## src/rtl/core/fdde_div.sv

```systemverilog
// Pipelined restoring divider, one quotient bit per register stage.
module fdde_div #(
    parameter int NUM_W  = 32,
    parameter int DEN_W  = 32,
    parameter int SIDE_W = 1
) (
    input  logic              clk,
    input  logic              rst_n,
    input  logic              en,
    input  logic              in_valid,
    input  logic [DEN_W-1:0]  in_rem,
    input  logic [NUM_W-1:0]  in_num,
    input  logic [DEN_W-1:0]  in_den,
    input  logic [SIDE_W-1:0] in_side,
    output logic              out_valid,
    output logic [NUM_W-1:0]  out_quot,
    output logic [SIDE_W-1:0] out_side
);

    logic [NUM_W-1:0]  vld_reg;
    logic [DEN_W-1:0]  rem_reg  [NUM_W];
    logic [NUM_W-1:0]  nq_reg   [NUM_W];
    logic [DEN_W-1:0]  den_reg  [NUM_W];
    logic [SIDE_W-1:0] side_reg [NUM_W];
    logic [DEN_W-1:0]  rem_next [NUM_W];
    logic [NUM_W-1:0]  nq_next  [NUM_W];

    // One subtract-and-compare per stage; the numerator shifts out as the
    // quotient shifts in. The partial remainder stays below the divisor.
    for (genvar i = 0; i < NUM_W; i++)
    begin : g_step
        logic [DEN_W-1:0] p_rem;
        logic [DEN_W-1:0] p_den;
        logic [NUM_W-1:0] p_nq;
        logic [DEN_W:0]   trial;
        logic             ge;

        if (i == 0)
        begin : g_first
            assign p_rem = in_rem;
            assign p_nq  = in_num;
            assign p_den = in_den;
        end
        else
        begin : g_later
            assign p_rem = rem_reg[i-1];
            assign p_nq  = nq_reg[i-1];
            assign p_den = den_reg[i-1];
        end

        assign trial       = {p_rem, p_nq[NUM_W-1]};
        assign ge          = (trial >= {1'b0, p_den});
        assign rem_next[i] = ge ? DEN_W'(trial - {1'b0, p_den}) : trial[DEN_W-1:0];
        assign nq_next[i]  = {p_nq[NUM_W-2:0], ge};
    end

    // Valid bits travel with the data.
    always_ff @(posedge clk or negedge rst_n)
    begin
        if (!rst_n)
        begin
            vld_reg <= '0;
        end
        else if (en)
        begin
            vld_reg <= {vld_reg[NUM_W-2:0], in_valid};
        end
    end

    // Stage payload.
    always_ff @(posedge clk)
    begin
        if (en)
        begin
            for (int i = 0; i < NUM_W; i++)
            begin
                rem_reg[i] <= rem_next[i];
                nq_reg[i]  <= nq_next[i];
            end
            den_reg[0]  <= in_den;
            side_reg[0] <= in_side;
            for (int i = 1; i < NUM_W; i++)
            begin
                den_reg[i]  <= den_reg[i-1];
                side_reg[i] <= side_reg[i-1];
            end
        end
    end

    assign out_valid = vld_reg[NUM_W-1];
    assign out_quot  = nq_reg[NUM_W-1];
    assign out_side  = side_reg[NUM_W-1];

endmodule

```

## config.mk

```make
export PLATFORM = sky130hd
export DESIGN_NAME = fdde_div
export DESIGN_NICKNAME = d
export VERILOG_FILES = /design/src/rtl/core/fdde_div.sv
export SDC_FILE = /design/constraint.sdc
export NUM_CORES = 2
export LEC_CHECK = 0
export BUFFER_PORTS_ARGS = -buffer_cell sky130_fd_sc_hd__buf_2
export CAP_MARGIN = 20
export CORE_MARGIN = 5
export CORE_UTILIZATION = 35
export CTS_CLUSTER_SIZE = 25
export DETAILED_ROUTE_END_ITERATION = 7
export MAX_ROUTING_LAYER = met4
export PLACE_DENSITY = 0.52
export SLEW_MARGIN = 20
export SYNTH_ARGS = -nofsm -noshare
export SYNTH_HDL_FRONTEND = slang
export SYNTH_SLANG_ARGS = --single-unit
export TNS_END_PERCENT = 30
```

## constraint.sdc

```tcl
create_clock -name clk -period 3.4 [get_ports clk]
set_input_delay 0.34 -clock clk [delete_from_list [all_inputs] [get_ports clk]]
set_output_delay 0.34 -clock clk [all_outputs]
set_load 0.01 [all_outputs]
```

## Word level (Yosys, flattened, before mapping)

Memory sizes are Yosys's and may differ from the RTL's.
Cells that the tools add are included.

- Flip-flop bits (word level): 32
- Memory bits (writable): 3104
- Input bits: 101
- Memories kept: 4

Memory list:

| memory | words | width | read ports | clocked after memory_dff | write ports | line | source |
|---|---|---|---|---|---|---|---|
| den_reg | 32 | 32 | 31 | 0 | 32 | 23 | `logic [DEN_W-1:0] den_reg [NUM_W];` |
| nq_reg | 32 | 32 | 32 | 0 | 32 | 22 | `logic [NUM_W-1:0] nq_reg [NUM_W];` |
| rem_reg | 32 | 32 | 31 | 0 | 32 | 21 | `logic [DEN_W-1:0] rem_reg [NUM_W];` |
| side_reg | 32 | 1 | 32 | 0 | 32 | 24 | `logic [SIDE_W-1:0] side_reg [NUM_W];` |

- Add/subtract/negate cells: 32
- Order comparisons: 32
- Multiplexer cells: 34

Operators by type and width:

| kind | count |
|---|---|
| >= comparator 33 x 32 -> 1 bit | 32 |
| 2-to-1 mux 32 bit | 32 |
| subtractor 32 bit | 32 |
| 2-to-1 mux 1 bit | 2 |

## Logic depth before layout (Yosys ltp)

- Depth after elaboration: 2
- Mapped depth: 16

## Worst setup path after synthesis

Ideal clock, no wire load.

- Path type: reg-to-reg
- Start: mem rem_reg[22][6] (netlist: rem_reg[1][198])
- End: mem rem_reg[23][28] (netlist: rem_reg[1][252]), data pin
- Library setup time: 0.262 ns
- Data arrival time: 3.142 ns
- Data required time: 3.138 ns
- Path slack: -0.005 ns
- Cell stages (with the launch flop): 13
- Path buffers: 1
- Clock period less this slack: 3.405 ns
- Path through: edfxtp_1 ha_1 a21o_1 a21oi_1 o21ai_1 a221o_1 a31o_1 o31ai_4 o31a_2 o31ai_1 a41oi_2 buf_4 mux2_1

RTL lines:

| item | line |
|---|---|
| start, declared | 21 |

==> metrics.sh <==
DRT-PASS1-ITER-COUNT=6
CLK_PATH_BUF_DEPTH=4
ANTENNA_FOUND_INITIAL=3
SEQPWRFRAC_PCT=31.8
SLOWEST_DELAY_PS=450
SYNTHESIZED_FLOP_AND_LATCH_TOTAL=3072
YS_SEQ_AREA_SHARE_PCT=58.6
DIE_H_UM=680
DRT_ITER0_DRC=6401
FLOW.AREA_GROWTH_FROM_SYNTHESIS_PCT=23.8
NETLIST-CELL-TYPE-COUNT=108
FINALMAXSLEWVIOLATIONS=0
CP.REQUIRED_PS=4090
CORE.ROWCOUNT=246
CORE_AREA_SQ_UM=448000
IRDROPWORSTVDD_mV=0.570
SYNTH_CELLS=12900
SW_POWER_W=0.0694
GRT_PASS1_WL_UM=596000
CHIPWIDTH_UM=680
SHARE_CLK_OF_TOTAL_POWER_PCT=19.8
POST_SYNTH_FA_HA_MAJ_AREA_FRACTION_PCT=8.55
SETUP_TNS_PS=-16860
XOR_XNOR_CELL_AREA_SHARE_OF_THE_YOSYS_NETLIST_PCT=4.73
GRT_SETUP_UNREPAIRED='yes'
GPL.FINAL_WEIGHTED_CONGESTION=0.885
CLK_ROOT_BUFFER_CELL='sky130_fd_sc_hd__clkbuf_16'
MIN_PERIOD_OVER_PERIOD_PCT=108
CELL_AREA_SYNTH_SQ_UM=157000
CELLLEAKAGEPOWER_nW=80.2
STARTING_DENSITY_OF_THE_CORE_PCT=35.0
PROPORTION_OF_LAYOUT_CELLS_WITH_A_DRIVE_SUFFIX_ABOVE_1_PCT=20.5
VIA_COUNT=103000
GRT_PASS1_VIAS=102000
MAXCAPVIOLATIONS=0
POST_SYNTH_AND_OR_NAND_NOR_AREA_FRACTION_PCT=7.76
POSTSYNTHAREAPERCELL_SQ_UM=12.2
CLOCK_TREE.HTREE_LEVEL_COUNT=5
ROUTED_VIA_DENSITY=4.89
DP_HPWL_UM=291000
ROUTED_WIRELENGTH_UM=393000
DRT-WIRELENGTH-PER-CELL_UM=18.6
SYNTH_COMPOUND_GATE_AREA_SHARE_PCT=13.1
FINAL_ANTENNA_NET_COUNT=0
SYNTH.MUX.AREA_FRACTION_PCT=3.27
FMAX_GHz=0.273
MAXSLEWHEADROOM_PCT=28.7
POST-ROUTE-DRC-COUNT=0
FINAL_CRITICAL_PATH_SETUP_SLACK_PS=-261
VIOLATIONS='negative setup slack'
CRITICAL_SETUP_PATH_KIND='flop to flop'
NUMBER_OF_SYNTHESIS_WARNINGS=0
LARGEST_FAMILY_OF_LOGIC_CELLS_BY_SYNTHESIZED_AREA='compound AO/OA/AOI/OAI gates'
GLOBALROUTE.TOTALOVERFLOW=0
POWER.INTERNAL_W=0.122
SYNTH_FP_NETS=14000
FINALHOLDVIOLATIONS=0
TIMING.FINAL.SETUP_VIOLATIONS=162
TIMING.CRITICAL_PATH.FANOUT_MAX=6
WORST_CLOCK_SKEW_PS=51.2
FP.DIEAREA_SQ_UM=462000
YOSYS_MOST_USED_DFF='sky130_fd_sc_hd__edfxtp_1'
CLKSLEWWORSTSETUPHOLDPATHS_PS=60
CP_CELL_SEQUENCE='ha_4, and3_4, o211a_1, o31a_1, o311ai_4, o21ai_2, a311oi_2, o31a_1, a21oi_2, nand4_1, a31oi_4, buf_12, clkbuf_16, mux2_4'
CTS_NUM_SINKS=3072
SYNTH_EDF_COUNT=3040
LAYOUT_MIN_CYCLE_TIME_PS=3660
RUN_STATUS='complete, but fails checks'
COMBPWRFRAC_PCT=48.3
HP-CLASS='input port to flop'
POWER_DENSITY_nW_PER_UM2=984
PATH_COMMON_CELL='sky130_fd_sc_hd__o31a_1'
MAX_SLEW.WORST_PIN.SLEW_PS=1040
WORSTSETUPSTARTPOINTTYPE='flop'
TRITONCTS='built'
GRT_START_MAX_NET_PINS=147
POST-ROUTE-UTIL_PCT=43.4
SWITCHING_SHARE_PCT=36.3
GLOBALROUTETOTALUTIL_PCT=16.8
LARGEST_REGISTER_FF_COUNT=1024
WORST_SKEW_PAIR.LATE_LATENCY_PS=970
PORTBUFFERS=134
BOUNDARYPINS=135
TRITONCTS_BUFFER_COUNT=356
CRITICAL-PATH-SLOWEST-CELL='sky130_fd_sc_hd__edfxtp_1'
ASYNC_FLOP_SHARE_PCT=1.04
TIMING.CRITICAL_PATH.ARRIVAL_PS=4350
TIMING.CRITICAL_PATH.TO_TYPE='flop'
FINALNETCOUNT=16100
FILLERS=41800
cells by family after synthesis:
| kind of cell | Yosys count |
|---|---|
| AO/OA/AOI/OAI | 3285 |
| flip-flops | 3072 |
| AND/OR/NAND/NOR | 2579 |
| buffers and inverters | 1601 |
| adder cells (fa/ha/maj) | 1055 |
| XOR/XNOR | 849 |
| multiplexers | 451 |
cells in the mapped netlist, types with 112 or more instances:
cell	count	area (sq um)
sky130_fd_sc_hd__nor2b_1	153	957
sky130_fd_sc_hd__nand2b_1	112	701
sky130_fd_sc_hd__inv_1	1277	4790
sky130_fd_sc_hd__mux2_1	330	3720
sky130_fd_sc_hd__nor2_1	627	2350
sky130_fd_sc_hd__a21oi_1	944	4720
sky130_fd_sc_hd__nand2_1	886	3330
sky130_fd_sc_hd__nor3_1	117	586
sky130_fd_sc_hd__o21ai_0	320	1600
sky130_fd_sc_hd__a21o_1	579	4350
sky130_fd_sc_hd__o21bai_1	115	863
sky130_fd_sc_hd__clkbuf_1	227	852
sky130_fd_sc_hd__xnor2_1	487	4270
sky130_fd_sc_hd__nand4_1	165	1030
sky130_fd_sc_hd__edfxtp_1	3040	91300
sky130_fd_sc_hd__nand3_1	192	961
sky130_fd_sc_hd__o21a_1	130	976
sky130_fd_sc_hd__xor2_1	362	3170
sky130_fd_sc_hd__ha_1	1024	12800
sky130_fd_sc_hd__o21ai_1	545	2730
critical path: cells and delay by family, from the launching register on:
family / cells / cell delay (ps)
flip-flops: 1 / 450
multiplexers: 1 / 300
buffers and inverters: 2 / 330
AO/OA/AOI/OAI: 8 / 1610
AND/OR/NAND/NOR: 2 / 350
adder cells (fa/ha/maj): 1 / 300
timing repair:
action | 4_1_cts | 5_1_grt
endpoints found under the hold margin | 252 | 0
endpoints found under the setup margin | 717 | 905
buffers inserted | 77 | 109
gates cloned | 17 | 24
gates resized for setup | 227 | 499
pin swaps | 94 | 231
hold buffers | 117 | 0
final timing paths:
| kind | startpoint | endpoint | slack, ps | depth (start not counted) |
|---|---|---|---|---|
| setup / recovery | rem_reg[0][326] | rem_reg[0][355] | -260 | 14 |
| max in group asynchronous | rst_n | vld_reg[19] | 2810 | 4 |
| hold reg to reg | nq_reg[0][414] | nq_reg[0][447] | 390 | 0 |
| min in group asynchronous | rst_n | vld_reg[3] | 420 | 4 |
| setup reg to reg | rem_reg[0][326] | rem_reg[0][355] | -260 | 14 |
| hold / removal | in_num[24] | nq_reg[0][25] | 110 | 2 |
power by group through the flow:
stage / Sequential (W) / Combinational, W / Clock [W]
3_5_place_dp: 0.0617 / 0.0823 / 0
3_3_place_gp: 0.0618 / 0.0821 / 0
5_1_grt: 0.0617 / 0.101 / 0.0411
2_1_floorplan: 0.0579 / 0.0551 / 0
4_1_cts: 0.0611 / 0.0867 / 0.0395
6_report: 0.0609 / 0.0925 / 0.0380
layout by cell type (no fill, tap or decap), types with 40 or more instances in the layout:
cell                            instances
sky130_fd_sc_hd__edfxtp_1            3040
sky130_fd_sc_hd__buf_4               1540
sky130_fd_sc_hd__inv_1               1258
sky130_fd_sc_hd__ha_1                 972
sky130_fd_sc_hd__a21oi_1              879
sky130_fd_sc_hd__nand2_1              873
sky130_fd_sc_hd__nor2_1               620
sky130_fd_sc_hd__a21o_1               578
sky130_fd_sc_hd__o21ai_1              493
sky130_fd_sc_hd__xnor2_1              486
sky130_fd_sc_hd__clkbuf_16            374
sky130_fd_sc_hd__xor2_1               362
sky130_fd_sc_hd__o21ai_0              306
sky130_fd_sc_hd__nand3_1              188
sky130_fd_sc_hd__mux2_1               184
sky130_fd_sc_hd__mux2_4               166
sky130_fd_sc_hd__nand4_1              165
sky130_fd_sc_hd__nor2b_1              136
sky130_fd_sc_hd__buf_2                134
sky130_fd_sc_hd__o21a_1               127
sky130_fd_sc_hd__dlygate4sd3_1        116
sky130_fd_sc_hd__o21bai_1             115
sky130_fd_sc_hd__nand2b_1             109
sky130_fd_sc_hd__nor3_1               108
sky130_fd_sc_hd__a31oi_1               83
sky130_fd_sc_hd__buf_12                78
sky130_fd_sc_hd__and3_1                75
sky130_fd_sc_hd__mux2_2                68
sky130_fd_sc_hd__clkinv_2              68
sky130_fd_sc_hd__clkbuf_1              67
sky130_fd_sc_hd__a21oi_2               59
sky130_fd_sc_hd__o31ai_1               59
sky130_fd_sc_hd__o21ai_2               56
sky130_fd_sc_hd__clkinv_1              56
sky130_fd_sc_hd__a211oi_1              54
sky130_fd_sc_hd__buf_6                 44
sky130_fd_sc_hd__ha_4                  40
stage by stage:
| stage | hold WS, ps | cell area [sq um] | power [W] | instances | worst slack (ps) |
|---|---|---|---|---|---|
| after floorplan | 44.4 | 157000 | 0.113 | 12900 | 5.81 |
| after global placement | 400 | 176000 | 0.144 | 20200 | -487 |
| after detailed placement | 405 | 176000 | 0.144 | 20200 | -514 |
| after CTS | 2.77 | 191000 | 0.187 | 21000 | -182 |
| after global routing | 37.4 | 194000 | 0.204 | 21100 | -339 |
| final | 108 | 194000 | 0.191 | 21100 | -261 |
metal layers:
metal / track usage, % / share of wire, % / vias up / routed length (um)
li1: - / - / 51500 / -
met1: 21.0 / 44 / 49600 / 174000
met2: 28.7 / 49 / 1609 / 194000
met3: 1.78 / 3.3 / 652 / 13000
met4: 5.11 / 3.3 / 0 / 12800
met5: - / 0 / - / 0
layout make-up:
class	instances	area [sq um]	area share, %
Tap cell	5952	7450	3.83
Clock buffer	424	9190	4.72
Sequential cell	3072	92100	47.4
Timing Repair Buffer	1943	16200	8.35
Inverter	1297	4870	2.51
Multi-Input combinational cell	8224	62200	32.0
Clock inverter	223	2360	1.22
Antenna cell	4	10.0	0.00515
Note: power is estimated with default switching activity, not from simulation.
