[src/rtl/core/fdde_sqrt.sv]
// Pipelined integer square root, one root bit per register stage.
module fdde_sqrt #(
    parameter int RAD_W  = 32,
    parameter int SIDE_W = 1
) (
    input  logic                 clk,
    input  logic                 rst_n,
    input  logic                 en,
    input  logic                 in_valid,
    input  logic [RAD_W-1:0]     in_rad,
    input  logic [SIDE_W-1:0]    in_side,
    output logic                 out_valid,
    output logic [RAD_W/2-1:0]   out_root,
    output logic [SIDE_W-1:0]    out_side
);

    localparam int ROOT_W = RAD_W / 2;
    localparam int REM_W  = ROOT_W + 2;

    logic [ROOT_W-1:0] vld_reg;
    logic [RAD_W-1:0]  rad_reg   [ROOT_W];
    logic [REM_W-1:0]  rem_reg   [ROOT_W];
    logic [ROOT_W-1:0] root_reg  [ROOT_W];
    logic [SIDE_W-1:0] side_reg  [ROOT_W];
    logic [REM_W-1:0]  rem_next  [ROOT_W];
    logic [ROOT_W-1:0] root_next [ROOT_W];

    // Each stage brings down the next pair of radicand bits and tries 4r+1.
    for (genvar i = 0; i < ROOT_W; i++)
    begin : g_step
        logic [RAD_W-1:0]  p_rad;
        logic [REM_W-1:0]  p_rem;
        logic [ROOT_W-1:0] p_root;
        logic [REM_W-1:0]  rem_sh;
        logic [REM_W-1:0]  trial;
        logic              ge;

        if (i == 0)
        begin : g_first
            assign p_rad  = in_rad;
            assign p_rem  = '0;
            assign p_root = '0;
        end
        else
        begin : g_later
            assign p_rad  = rad_reg[i-1];
            assign p_rem  = rem_reg[i-1];
            assign p_root = root_reg[i-1];
        end

        assign rem_sh       = {p_rem[REM_W-3:0], p_rad[RAD_W-1:RAD_W-2]};
        assign trial        = {p_root, 2'b01};
        assign ge           = (rem_sh >= trial);
        assign rem_next[i]  = ge ? (rem_sh - trial) : rem_sh;
        assign root_next[i] = {p_root[ROOT_W-2:0], ge};
    end

    // Valid bits travel with the data.
    always_ff @(posedge clk or negedge rst_n)
    begin
        if (!rst_n)
        begin
            vld_reg <= '0;
        end
        else if (en)
        begin
            vld_reg <= {vld_reg[ROOT_W-2:0], in_valid};
        end
    end

    // Stage payload.
    always_ff @(posedge clk)
    begin
        if (en)
        begin
            for (int i = 0; i < ROOT_W; i++)
            begin
                rem_reg[i]  <= rem_next[i];
                root_reg[i] <= root_next[i];
            end
            rad_reg[0]  <= {in_rad[RAD_W-3:0], 2'b00};
            side_reg[0] <= in_side;
            for (int i = 1; i < ROOT_W; i++)
            begin
                rad_reg[i]  <= {rad_reg[i-1][RAD_W-3:0], 2'b00};
                side_reg[i] <= side_reg[i-1];
            end
        end
    end

    assign out_valid = vld_reg[ROOT_W-1];
    assign out_root  = root_reg[ROOT_W-1];
    assign out_side  = side_reg[ROOT_W-1];

endmodule

[config.mk]
export PLATFORM = sky130hd
export DESIGN_NAME = fdde_sqrt
export DESIGN_NICKNAME = d
export VERILOG_FILES = /design/src/rtl/core/fdde_sqrt.sv
export SDC_FILE = /design/constraint.sdc
export NUM_CORES = 1
export LEC_CHECK = 0
export ABC_AREA = 1
export BUFFER_PORTS_ARGS = -buffer_cell sky130_fd_sc_hd__buf_2
export CORE_AREA = 5 5 239 287
export CTS_CLUSTER_DIAMETER = 200
export CTS_CLUSTER_SIZE = 14
export DETAILED_ROUTE_END_ITERATION = 6
export DIE_AREA = 0 0 244 292
export MAX_ROUTING_LAYER = met4
export PLACE_DENSITY = 0.65
export SETUP_SLACK_MARGIN = 0.1
export SLEW_MARGIN = 0
export SYNTH_ARGS = -nofsm -noshare
export SYNTH_HDL_FRONTEND = slang
export SYNTH_SLANG_ARGS = --single-unit
[constraint.sdc]
create_clock -name clk -period 4.5 [get_ports clk]
set_input_delay 0.45 -clock clk [delete_from_list [all_inputs] [get_ports clk]]
set_output_delay 0.45 -clock clk [all_outputs]
set_load 0.05 [all_outputs]
* Word level (Yosys, flattened, before mapping)
Memories as Yosys holds them, arrays and structs flattened. Cells that the tools add are included.
Storage, ports and cells: latch bits 0, memories 4, ROM bits 0, logic and storage cells 55, flip-flop bits (word level) 16, bits in writable memories 1040, input bits 37, output and inout port bits 18
Operators by class: add/subtract/negate cells 16, bitwise operators 0, divide/modulo/power cells 0, shift operators 0, $mul 0, mux-type cells 18, equal/unequal tests 0, $lt $le $gt $ge 16, reduce and logical (&&, ||, !) cells 0
Memory list:
- rad_reg | depth 16, width 30, rd ports 15, clocked after memory_dff 0, write ports 16, RTL line 21 | logic [RAD_W-1:0] rad_reg [ROOT_W];
- rem_reg | depth 16, width 18, rd ports 15, clocked after memory_dff 0, write ports 16, RTL line 22 | logic [REM_W-1:0] rem_reg [ROOT_W];
- root_reg | depth 16, width 16, rd ports 16, clocked after memory_dff 0, write ports 16, RTL line 23 | logic [ROOT_W-1:0] root_reg [ROOT_W];
- side_reg | depth 16, width 1, rd ports 16, clocked after memory_dff 0, write ports 16, RTL line 24 | logic [SIDE_W-1:0] side_reg [ROOT_W];
Operators with widths (count):
- 2-to-1 mux 18 bit | 16
- greater-or-equal comparator 18 bit | 15
- subtractor 18 bit | 15
- subtractor 2 x 1 -> 3 bit (second input constant) | 1
- greater-or-equal comparator 2 x 1 -> 1 bit (second input constant) | 1
- 2-to-1 mux 1 bit | 2

* Longest topological paths before layout
Gate-level depths: netlist (run 1). An unclocked memory read counts as a cell.
depth in word-level cells 3, depth in mapped cells 14, mapped depth without buffers 13

* Least setup slack after synthesis (run 1)
Ideal clock, no wire load.
kind flip-flop to flip-flop, start memory rem_reg[0][18] (netlist name), end memory rem_reg[0][40] (netlist name) (data pin), setup slack 2656 ps, data arrival time 1591 ps, buffers on the path 1, required time 4247 ps, cell stages (with the launch flop) 11, cell sequence edfxtp_1 ha_1 nand2_1 nor2_1 nor2_2 inv_1 nor2_1 nand2_2 buf_6 nand3_1 nand2_1
RTL lines (RTL line):
- start: declaration | 22

==> out/results.txt, run 1 <==
Clock transition at the registers of the reported paths -> 0.07 ns
Outcome -> finished, final reports clean
Least-Margin Pin Slew -> 0.647 ns
Synth Area per Inst -> 9.63 um2
# rows -> 103
Register area share after synthesis -> 58.3%
Mapped Cells -> 3366
Yosys reg bits -> 632
Mapped Nets -> 3555
Core Area -> 65500 um2
Asr flop ratio synth -> 2.53%
HPWL after DPL -> 49400 um
Post-Syn Area -> 32400 um2
Buffers on Ports -> 54
Req. time, crit path -> 4.86 ns
Ant diodes -> 0
Max FO, Critical Path -> 18
# setup viols final -> 0
CTS Buf Count -> 51
Yosys Warn Count -> 0
Simple-gate share of the synthesized area -> 22.1%
Remaining antenna violation count -> 0
Startpoint types -> register
RSZ-0062 raised after global routing -> false
Initial Util -> 49.5%
Final Hold Vio Count -> 0
Layout cell share with drive strength beyond 1 -> 7.00%
CTS tree -> built
Initial antenna violation count -> 0
Worst setup path start -> root_reg[1][68]
Final Wtd Congestion -> 0.916
Synth-to-Final Area Change -> 9.09%
Routed via count -> 21.5k
Root Driver -> clkbuf_16
Io pins -> 55
R2R Setup Slk -> 2.10 ns
Cells on worst reg2reg path -> 11
Die width -> 244 um
Clock sinks -> 632
1st-iter DRT viols -> 1365
Post-Route WL -> 66000 um
CP Class -> register to register
Vias in the first global route -> 20.8k
Compound-Gate Fraction of Synth Area -> 3.71%
Crit path to -> rem_reg[1][100]
VDD IR-drop max -> 0.000348 V
Largest net degree at the start of global routing -> 119
Fmax -> 417 MHz
Overflow after GRT -> 0
First-pass GRT wire length -> 106000 um
Synth Flop Type -> edfxtp_1
Max reg flops -> 240
Adder-Cell Fraction of Synth Area -> 5.87%
First-pass DRT Iterations -> 7
Post-Synth XOR/XNOR Area -> 2.30%
All-Layer GR Usage -> 18.8%
Pwr dens -> 411 nW/um2
Die area -> 71200 um2
Final period util -> 53.2%
Worst r2r src -> root_reg[1][68]
Post-DR vias/cell -> 4.95
Fin crit period -> 2.40 ns
Worst-Skew Late Latency -> 0.62 ns
Clock Tree Buf Depth -> 3
Postcts setup bufs -> 0
Residual DRC -> 0
Post-synth EDFFs -> 616
Slew Limit Fails -> 0
Final cell count without fillers -> 4341
Setup TNS -> 0 ns
Die Y -> 292 um
Max Cap Violations -> 0
Largest family of logic cells by synthesized area -> simple AND/OR/NAND/NOR gates
Max-slew headroom -> 56.5%
Fillcell total -> 5852
Multi-input logic area -> 11000 um2
Arrival @ worst endpoint -> 2.76 ns
HP Class -> primary input to register
Placed Cells -> 4242
Netlist cell types -> 53
CP Capture Type -> register
R2r endpoint -> rem_reg[1][100]
Mux share of post-synthesis cell area -> 0.0695%
P_leak -> 16.1 nW
Final #Nets -> 3674
Seq. cell area -> 18900 um2
Wire length per cell -> 15.2 um
Htree depth -> 2
Final Skew -> 0.0338 ns
## layout make-up
| cell class | instances | share of cell area (%) |
|---|---|---|
| Inverter | 603 | 6.41 |
| Sequential cell | 632 | 53.4 |
| Timing Repair Buffer | 91 | 2.00 |
| Clock buffer | 65 | 3.76 |
| Multi-Input combinational cell | 2106 | 31.2 |
| Tap cell | 840 | 2.97 |
| Clock inverter | 4 | 0.233 |
## repair_timing
| action | in CTS | in global routing |
|---|---|---|
| gates resized for setup | 0 | 0 |
| hold buffers | 30 | 0 |
| endpoints found under the setup margin | 0 | 0 |
| hold endpoints to repair | 45 | 0 |
## per-layer routing
metal | vias up | global-route usage [%] | part of all wire, %
met4 | 0 | 5.31 | 3.1
met1 | 9808 | 23.4 | 43
li1 | 11162 | - | -
met3 | 122 | 2.51 | 4.0
met5 | - | - | 0
met2 | 401 | 32.6 | 50
## stage by stage
| step | hold WS, ns | power [W] | setup WS (ns) | instance area [um2] | utilization, % |
|---|---|---|---|---|---|
| after CTS | 0.000590 | 0.0147 | 2.10 | 35400 | 54.0 |
| after detailed placement | 0.383 | 0.0106 | 2.09 | 33700 | 51.4 |
| after floorplan | 0.154 | 0.00969 | 2.66 | 32400 | - |
| after global placement | 0.377 | 0.0105 | 2.07 | 33700 | 51.4 |
| after global routing | 0.0271 | 0.0154 | 1.91 | 35400 | 54.0 |
| final | 0.0500 | 0.0145 | 2.10 | 35400 | 54.0 |
## cell usage after synthesis, types with 7 or more instances
library cell	instances	share of area (%)
o21ai_1	12	0.19
inv_2	17	0.20
nand4_1	48	0.93
or2_2	7	0.14
xor2_1	59	1.6
o21ai_0	52	0.80
o21ai_2	7	0.19
buf_6	14	0.49
nor2_4	9	0.31
nand2_1	1051	12
nand3b_1	23	0.53
edfxtp_1	616	57
dfrtp_1	16	1.2
xnor2_1	26	0.70
nand2_2	18	0.35
nor3_1	32	0.49
a21oi_2	20	0.54
nor2_1	204	2.4
nand3_2	9	0.28
inv_1	584	6.8
nand3_1	201	3.1
nor2_2	18	0.35
ha_1	152	5.9
nand2_4	11	0.38
and2_1	10	0.19
a21oi_1	99	1.5
## cells in the final DEF (no fill, tap or decap), drive strengths merged, types with 5 or more instances in the layout
master,count
a21oi,120
inv,603
xnor2,26
nor3,36
o21bai,5
and3,6
dlygate4sd3,30
xor2,59
dfrtp,16
ha,152
nor2,231
buf,61
nand4,49
and2,11
or2,10
o21ai,71
clkbuf,65
nand3,211
edfxtp,616
nand2,1080
nand3b,23
## power breakdown
part           leakage [nW]  internal, W  switching [W]  total (W)
sequential             6.10      0.00722       0.000340    0.00756
combinational          9.29      0.00100        0.00193    0.00293
clock                 0.680      0.00207        0.00199    0.00406
total                  16.1       0.0103        0.00425     0.0145
## how the worst min path moves through the flow
stage | start | to | slack (ns) | cells past startpoint
after CTS | in_valid | vld_reg[0] | 0.0006 | 3
after global placement | rst_n | vld_reg[0] | 0.38 | 1
after detailed placement | rst_n | vld_reg[0] | 0.38 | 1
final | in_valid | vld_reg[0] | 0.05 | 3
after global routing | in_rad[27] | rad_reg[0][27] | 0.03 | 1
after floorplan | rst_n | vld_reg[0] | 0.15 | 0
## worst max-delay path, cell delays in order (launching register included)
cell and delay, ns:
edfxtp_1 0.48, inv_1 0.08, ha_1 0.37, nand2_1 0.17
nor2_4 0.14, nand3_1 0.12, nand3_2 0.11, nand2_2 0.07
nand2_4 0.20, inv_2 0.20, nand2_1 0.11, nand2_1 0.07
## kinds of logic (layout without fill, tap and decap cells)
kind of cell	count (synthesis)	after routing
multiplexers	2	2
flip-flops	632	632
buffers and inverters	628	763
XOR/XNOR	85	85
other	1	1
AND/OR/NAND/NOR	1660	1660
AO/OA/AOI/OAI	206	206
adder cells (fa/ha/maj)	152	152
Note: power is estimated with default switching activity, not from simulation.
==> inputs of run 2 (changes only) <==
ABC_AREA = 0   (was 1)
CORE_AREA = 5 5 224 270   (was 5 5 239 287)
DIE_AREA = 0 0 229 275   (was 0 0 244 292)
PLACE_DENSITY = 0.68   (was 0.65)
clock period = 2.1 ns   (was 4.5 ns; I/O delays follow)
==> out/results.txt, run 2 <==
Fmax -> 397 MHz (-4.9%)
Synth Area per Inst -> 13.6 um2 (+42%)
Setup WS pre-CTS -> -0.459 ns (-2.55 ns)
Post-Syn Area -> 28500 um2 (-12%)
Max-slew headroom -> 54.8% (-1.7 points)
Clock transition at the registers of the reported paths -> 0.07 ns (about the same)
R2R Setup Slk -> -0.42 ns (-2.52 ns)
Final cell count without fillers -> 3636 (-16%)
Wire length per cell -> 17.7 um (+17%)
Synth-to-Final Area Change -> 42.7%
HPWL after DPL -> 40800 um (-17%)
Netlist cell types -> 74 (+40%)
Placed Cells -> 3343 (-21%)
Seq. cell area -> 18900 um2 (unchanged)
Worst-Skew Late Latency -> 0.63 ns (about the same)
First-pass DRT Iterations -> 5 (-2)
Setup WS post-layout -> -0.420 ns (-2.52 ns)
Ant diodes -> 0 (unchanged)
Failing checks -> setup timing
Hold Path Depth -> 2 (-1)
R2r endpoint -> rem_reg[1][76]
Least-Margin Pin Slew -> 0.675 ns (+0.0279 ns)
Commonest non-fill, non-tap cells in the layout -> edfxtp_1 (616), buf_4 (560), inv_1 (150), ha_1 (81), xor2_1 (78)
Endpoint, Worst Hold -> rad_reg[0][21]
Final period util -> 120% (+67 points)
Core Area -> 57600 um2 (-12%)
Clock Tree Buf Depth -> 3 (unchanged)
Final Hold Vio Count -> 0 (unchanged)
Largest net degree at the start of global routing -> 90 (-24%)
CP Class -> register to register
Max Cap Violations -> 0 (unchanged)
Io pins -> 55 (unchanged)
Slew Limit Fails -> 0 (unchanged)
CP Capture Type -> register
Htree depth -> 2 (unchanged)
Multi-input logic area -> 12200 um2 (+10%)
1st-iter DRT viols -> 1097 (-20%)
Fin crit period -> 2.52 ns (+0.125 ns)
Clock sinks -> 632 (unchanged)
Yosys Warn Count -> 0 (unchanged)
P_leak -> 16.2 nW (+0.85%)
Fillcell total -> 3574 (-39%)
Most common cell in the netlist -> edfxtp_1
# rows -> 97 (-5.8%)
Area share of the largest cell type after synthesis -> 65.0% (+8.0 points)
Initial antenna violation count -> 0 (unchanged)
CTS Buf Count -> 51 (unchanged)
Pwr dens -> 882 nW/um2 (+110%)
Max FO, Critical Path -> 8 (-10)
First-pass GRT wire length -> 99100 um (-6.6%)
Mapped Nets -> 2274 (-36%)
RSZ-0062 raised after global routing -> true
Startpoint types -> register
Outcome -> finished with violations
Min-delay src -> in_rad[21]
Buffers on Ports -> 54 (unchanged)
HP Class -> primary input to register
Yosys reg bits -> 632 (unchanged)
Register area share after synthesis -> 66.4% (+8.1 points)
Synth top cells by count -> edfxtp_1 (616), inv_1 (185), ha_1 (152), a21oi_1 (135), nor2_1 (131)
Cells on worst reg2reg path -> 9 (-2)
Overflow after GRT -> 0 (unchanged)
Max reg flops -> 240 (unchanged)
VDD IR-drop max -> 0.000756 V (+120%)
Routed via count -> 19.3k (-10%)
Vias in the first global route -> 20.3k (-2.5%)
Top cell type by total area after synthesis -> edfxtp_1
Area after DPL -> 34500 um2 (+2.5%)
Final Wtd Congestion -> 0.892 (-2.6%)
Initial Util -> 49.4% (-0.16 points)
Die area -> 63000 um2 (-12%)
Req. time, crit path -> 2.47 ns (-2.39 ns)
Die width -> 229 um (-6.1%)
Die Y -> 275 um (-5.8%)
Layout cell share with drive strength beyond 1 -> 46.3% (+39 points)
Post-Route WL -> 64500 um (-2.2%)
Synth Flop Type -> edfxtp_1
Mapped Cells -> 2085 (-38%)
Remaining antenna violation count -> 0 (unchanged)
Residual DRC -> 0 (unchanged)
Final #Nets -> 3065 (-17%)
# setup viols final -> 204 (+204)
Final Skew -> 0.0529 ns (+0.0191 ns)
Commonest non-fill, non-tap cell in the layout -> edfxtp_1
All-Layer GR Usage -> 19.7% (+0.88 points)
Post-DR vias/cell -> 5.32 (+7.5%)
CTS tree -> built
Root Driver -> clkbuf_16
Final core occ -> 70.4% (+16 points)
Final instance area -> 40600 um2 (+15%)
Arrival @ worst endpoint -> 2.89 ns (+0.13 ns)
Asr flop ratio synth -> 2.53% (unchanged)
Post-synth EDFFs -> 616 (unchanged)
Area contributors post-synth -> edfxtp_1 (65%), ha_1 (6.7%), xnor2_1 (2.5%)
Worst r2r src -> root_reg[1][48]
-- run 2: worst max path at each step --
stage                          end  slack [ns]             start  cells after the start
floorplan            rem_reg[1][4]       -0.26  root_reg[0][112]                      9
global placement    rem_reg[1][75]       -0.42   root_reg[1][48]                      9
detailed placement  rem_reg[1][83]       -0.46    rem_reg[1][55]                      7
CTS                 rem_reg[1][83]       -0.39   root_reg[1][48]                      9
global route        rem_reg[1][76]       -0.51   root_reg[1][48]                      9
finish              rem_reg[1][76]       -0.42   root_reg[1][48]                      9
-- run 2: worst max-delay path, stage by stage (launching register included) --
cell and delay [ns]:
edfxtp_1 0.40, inv_2 0.09, ha_4 0.22, nor2b_4 0.13
o31a_1 0.29, o21ai_2 0.20, a21boi_2 0.09, o32a_4 0.40
buf_12 0.16, mux2_4 0.29
-- run 2: what timing repair did --
item / CTS / global route
setup buffers: 115 / 76
hold endpoints to repair: 68 / 0
pin swaps: 133 / 107
hold buffers: 38 / 0
resized for setup: 399 / 225
endpoints found under the setup margin: 221 / 221
gates cloned: 13 / 1
-- run 2: cell families (layout without fill, tap and decap cells) --
group / Yosys count / count (layout) / share of synthesized area (%)
flip-flops: 632 / 632 / 66.4
AND/OR/NAND/NOR: 487 / 488 / 8.60
AO/OA/AOI/OAI: 384 / 384 / 8.13
buffers and inverters: 211 / 1019 / 2.89
XOR/XNOR: 161 / 161 / 4.95
adder cells (fa/ha/maj): 152 / 152 / 6.68
multiplexers: 57 / 57 / 2.33
other: 1 / 1 / 0.0132
-- run 2: metrics by stage --
step           setup TNS [ns]  total power, W  hold slack [ns]
2_1_floorplan           -8.92          0.0214          -0.0856
3_3_place_gp           -34.15          0.0243            0.125
3_5_place_dp           -45.58          0.0246            0.131
4_1_cts                -31.54          0.0349            0.241
5_1_grt                -56.37          0.0375            0.252
6_report               -42.31          0.0358            0.286
-- run 2: routing by layer --
metal / up-vias / share of wire (%) / track usage [%]
li1: 9276 / - / -
met1: 9533 / 37 / 20.4
met2: 364 / 57 / 38.1
met3: 175 / 3.0 / 2.79
met4: 0 / 3.7 / 6.98
met5: - / 0 / -
-- run 2: power by group --
| part | leakage (nW) | total (W) | internal [W] | switching [W] |
|---|---|---|---|---|
| sequential | 6.10 | 0.0166 | 0.0158 | 0.000850 |
| combinational | 9.42 | 0.0104 | 0.00550 | 0.00492 |
| clock | 0.688 | 0.00877 | 0.00447 | 0.00429 |
| total | 16.2 | 0.0358 | 0.0257 | 0.0101 |
-- run 2: cell type report --
| cell class | count | area share, % |
|---|---|---|
| flip-flops and latches | 632 | 46.6 |
| multi-input cells | 1243 | 30.0 |
| repair buffers | 761 | 15.8 |
| clock buffers | 67 | 3.29 |
| well taps | 742 | 2.29 |
| inverters | 186 | 1.78 |
| clock inverters | 4 | 0.262 |
| repair inverters | 1 | 0.0493 |
==> inputs of run 3 (changes only) <==
CORE_AREA = 5 5 267 321   (was 5 5 224 270)
DIE_AREA = 0 0 272 326   (was 0 0 229 275)
HOLD_SLACK_MARGIN = 0.1   (was default)
PLACE_DENSITY = default   (was 0.68)
==> out/results.txt, run 3 (synthesis gave the netlist of run 2 again) <==
Outcome -> finished with violations
Failing checks -> setup timing
Max Cap Violations -> 0 (unchanged)
Core Area -> 82600 um2 (+43%)
Pwr dens -> 868 nW/um2 (-1.6%)
Largest net degree at the start of global routing -> 67 (-26%)
Die Y -> 326 um (+19%)
All-Layer GR Usage -> 13.1% (-6.6 points)
VDD IR-drop max -> 0.000728 V (-3.7%)
Fmax -> 396 MHz (about the same)
1st-iter DRT viols -> 589 (-46%)
CTS Buf Count -> 51 (unchanged)
First-pass GRT wire length -> 94300 um (-4.8%)
Commonest non-fill, non-tap cell in the layout -> edfxtp_1
Arrival @ worst endpoint -> 2.89 ns (about the same)
Slew Limit Fails -> 0 (unchanged)
Remaining antenna violation count -> 0 (unchanged)
Least-Margin Pin Slew -> 0.705 ns (+0.0296 ns)
Final Hold Vio Count -> 0 (unchanged)
Clock sinks -> 632 (unchanged)
Root Driver -> clkbuf_16
Vias in the first global route -> 20.0k (-1.4%)
Clock Tree Buf Depth -> 3 (unchanged)
HP Class -> primary input to register
Ant diodes -> 0 (unchanged)
Routed via count -> 18.7k (-3.2%)
Fin crit period -> 2.52 ns (+0.00238 ns)
Wire length per cell -> 15.1 um (-15%)
CP cell instances -> inv_2 -> ha_4 -> nor2b_4 -> o31a_1 -> o21ai_2 -> a21boi_2 -> o32a_4 -> clkbuf_16 -> mux2_2
CP Class -> register to register
Layout cell share with drive strength beyond 1 -> 44.7% (-1.6 points)
# rows -> 116 (+20%)
Post-Route WL -> 59400 um (-8.0%)
Startpoint types -> register
Residual DRC -> 0 (unchanged)
Setup WS post-layout -> -0.423 ns (-0.00238 ns)
First-pass DRT Iterations -> 5 (unchanged)
Final Wtd Congestion -> 0.901 (+1.0%)
P_leak -> 16.0 nW (-1.3%)
CP peak stage delay -> 0.41 ns (about the same)
Max-slew headroom -> 52.9% (-2.0 points)
Io pins -> 55 (unchanged)
Max FO, Critical Path -> 5 (-3)
Clock transition at the registers of the reported paths -> 0.07 ns (about the same)
Synth-to-Final Area Change -> 42.8% (about the same)
Htree depth -> 2 (unchanged)
# setup viols final -> 200 (-2.0%)
Buffers on Ports -> 54 (unchanged)
Final Skew -> 0.0323 ns (-0.0206 ns)
Post-DR vias/cell -> 4.77 (-10%)
Req. time, crit path -> 2.47 ns (about the same)
HPWL after DPL -> 40000 um (-1.8%)
Initial antenna violation count -> 0 (unchanged)
CP Capture Type -> register
Final period util -> 120% (about the same)
Max reg flops -> 240 (unchanged)
RSZ-0062 raised after global routing -> true
Initial Util -> 34.5% (-15 points)
Critical path's slowest cell -> o32a_4
Die area -> 88700 um2 (+41%)
Commonest non-fill, non-tap cells in the layout -> edfxtp_1 (616), buf_4 (545), inv_1 (150), ha_1 (86), xor2_1 (79)
Final #Nets -> 3040 (-0.82%)
CTS tree -> built
Total power -> 0.0353 W (-1.5%)
Setup TNS -> -40.73 ns (+1.58 ns)
Worst-Skew Late Latency -> 0.62 ns (about the same)
Die width -> 272 um (+19%)
Overflow after GRT -> 0 (unchanged)
## run 3: changes by cell type in the layout (fill, tap and decap cells not counted), moves of 5 or more
cell     before  now
buf_4       560  545
ha_1         81   86
a21oi_1      71   77
nor2_2       20   13
xnor2_1      63   69
a21oi_2      56   48
buf_6        69   55
## run 3: path summary, 6_finish.rpt
kind	startpoint	end	slack, ns	depth (start not counted)
worst max-delay path	root_reg[1][48]	rem_reg[1][77]	-0.42	9
max in group asynchronous	rst_n	vld_reg[8]	0.94	3
worst min register to register	rad_reg[3][50]	rad_reg[4][22]	0.40	0
worst max register to register	root_reg[1][48]	rem_reg[1][77]	-0.42	9
worst min-delay path	in_rad[22]	rad_reg[0][22]	0.30	2
min in group asynchronous	rst_n	vld_reg[14]	0.70	3
## run 3: per-stage QoR
stage	worst slack, ns	cells	hold WS [ns]	area, um2	util (%)
2_1_floorplan	-0.258	2085	-0.0856	29600	-
3_3_place_gp	-0.542	3658	0.124	34900	42.2
3_5_place_dp	-0.520	3658	0.137	34900	42.2
4_1_cts	-0.421	3857	0.236	38900	47.1
5_1_grt	-0.470	3928	0.279	40600	49.2
6_report	-0.423	3928	0.298	40600	49.2
## run 3: worst max-delay path: cells and delay by family (launching register included)
family / cells / cell delay [ns]
AND/OR/NAND/NOR: 1 / 0.13
flip-flops: 1 / 0.40
multiplexers: 1 / 0.26
adder cells (fa/ha/maj): 1 / 0.21
buffers and inverters: 2 / 0.25
AO/OA/AOI/OAI: 4 / 1.03
## run 3: timing repair
item,4_1_cts,5_1_grt
cloned,8,4
endpoints found under the hold margin,69,0
endpoints found under the setup margin,219,224
hold buffers,38,0
buffers inserted,92,73
gates resized for setup,314,248
pin swaps,116,99
## run 3: cell type report
cell class | instances | area, um2
repair buffers | 736 | 6250
well taps | 1062 | 1330
clock buffers | 65 | 1350
repair inverters | 1 | 16.3
multi-input cells | 1243 | 12000
clock inverters | 3 | 62.6
flip-flops and latches | 632 | 18900
inverters | 186 | 717
fillers | 6798 | 42000
## run 3: power by group
part	switching (W)	internal [W]
Clock	0.00424	0.00449
Sequential	0.000752	0.0158
Combinational	0.00472	0.00532
## run 3: layer usage
metal,track usage [%],part of all wire [%],vias to the layer above
met4,5.46,3.9,0
met2,26.8,60,255
met5,-,0,-
li1,-,-,9207
met3,1.81,2.6,140
met1,11.9,34,9130
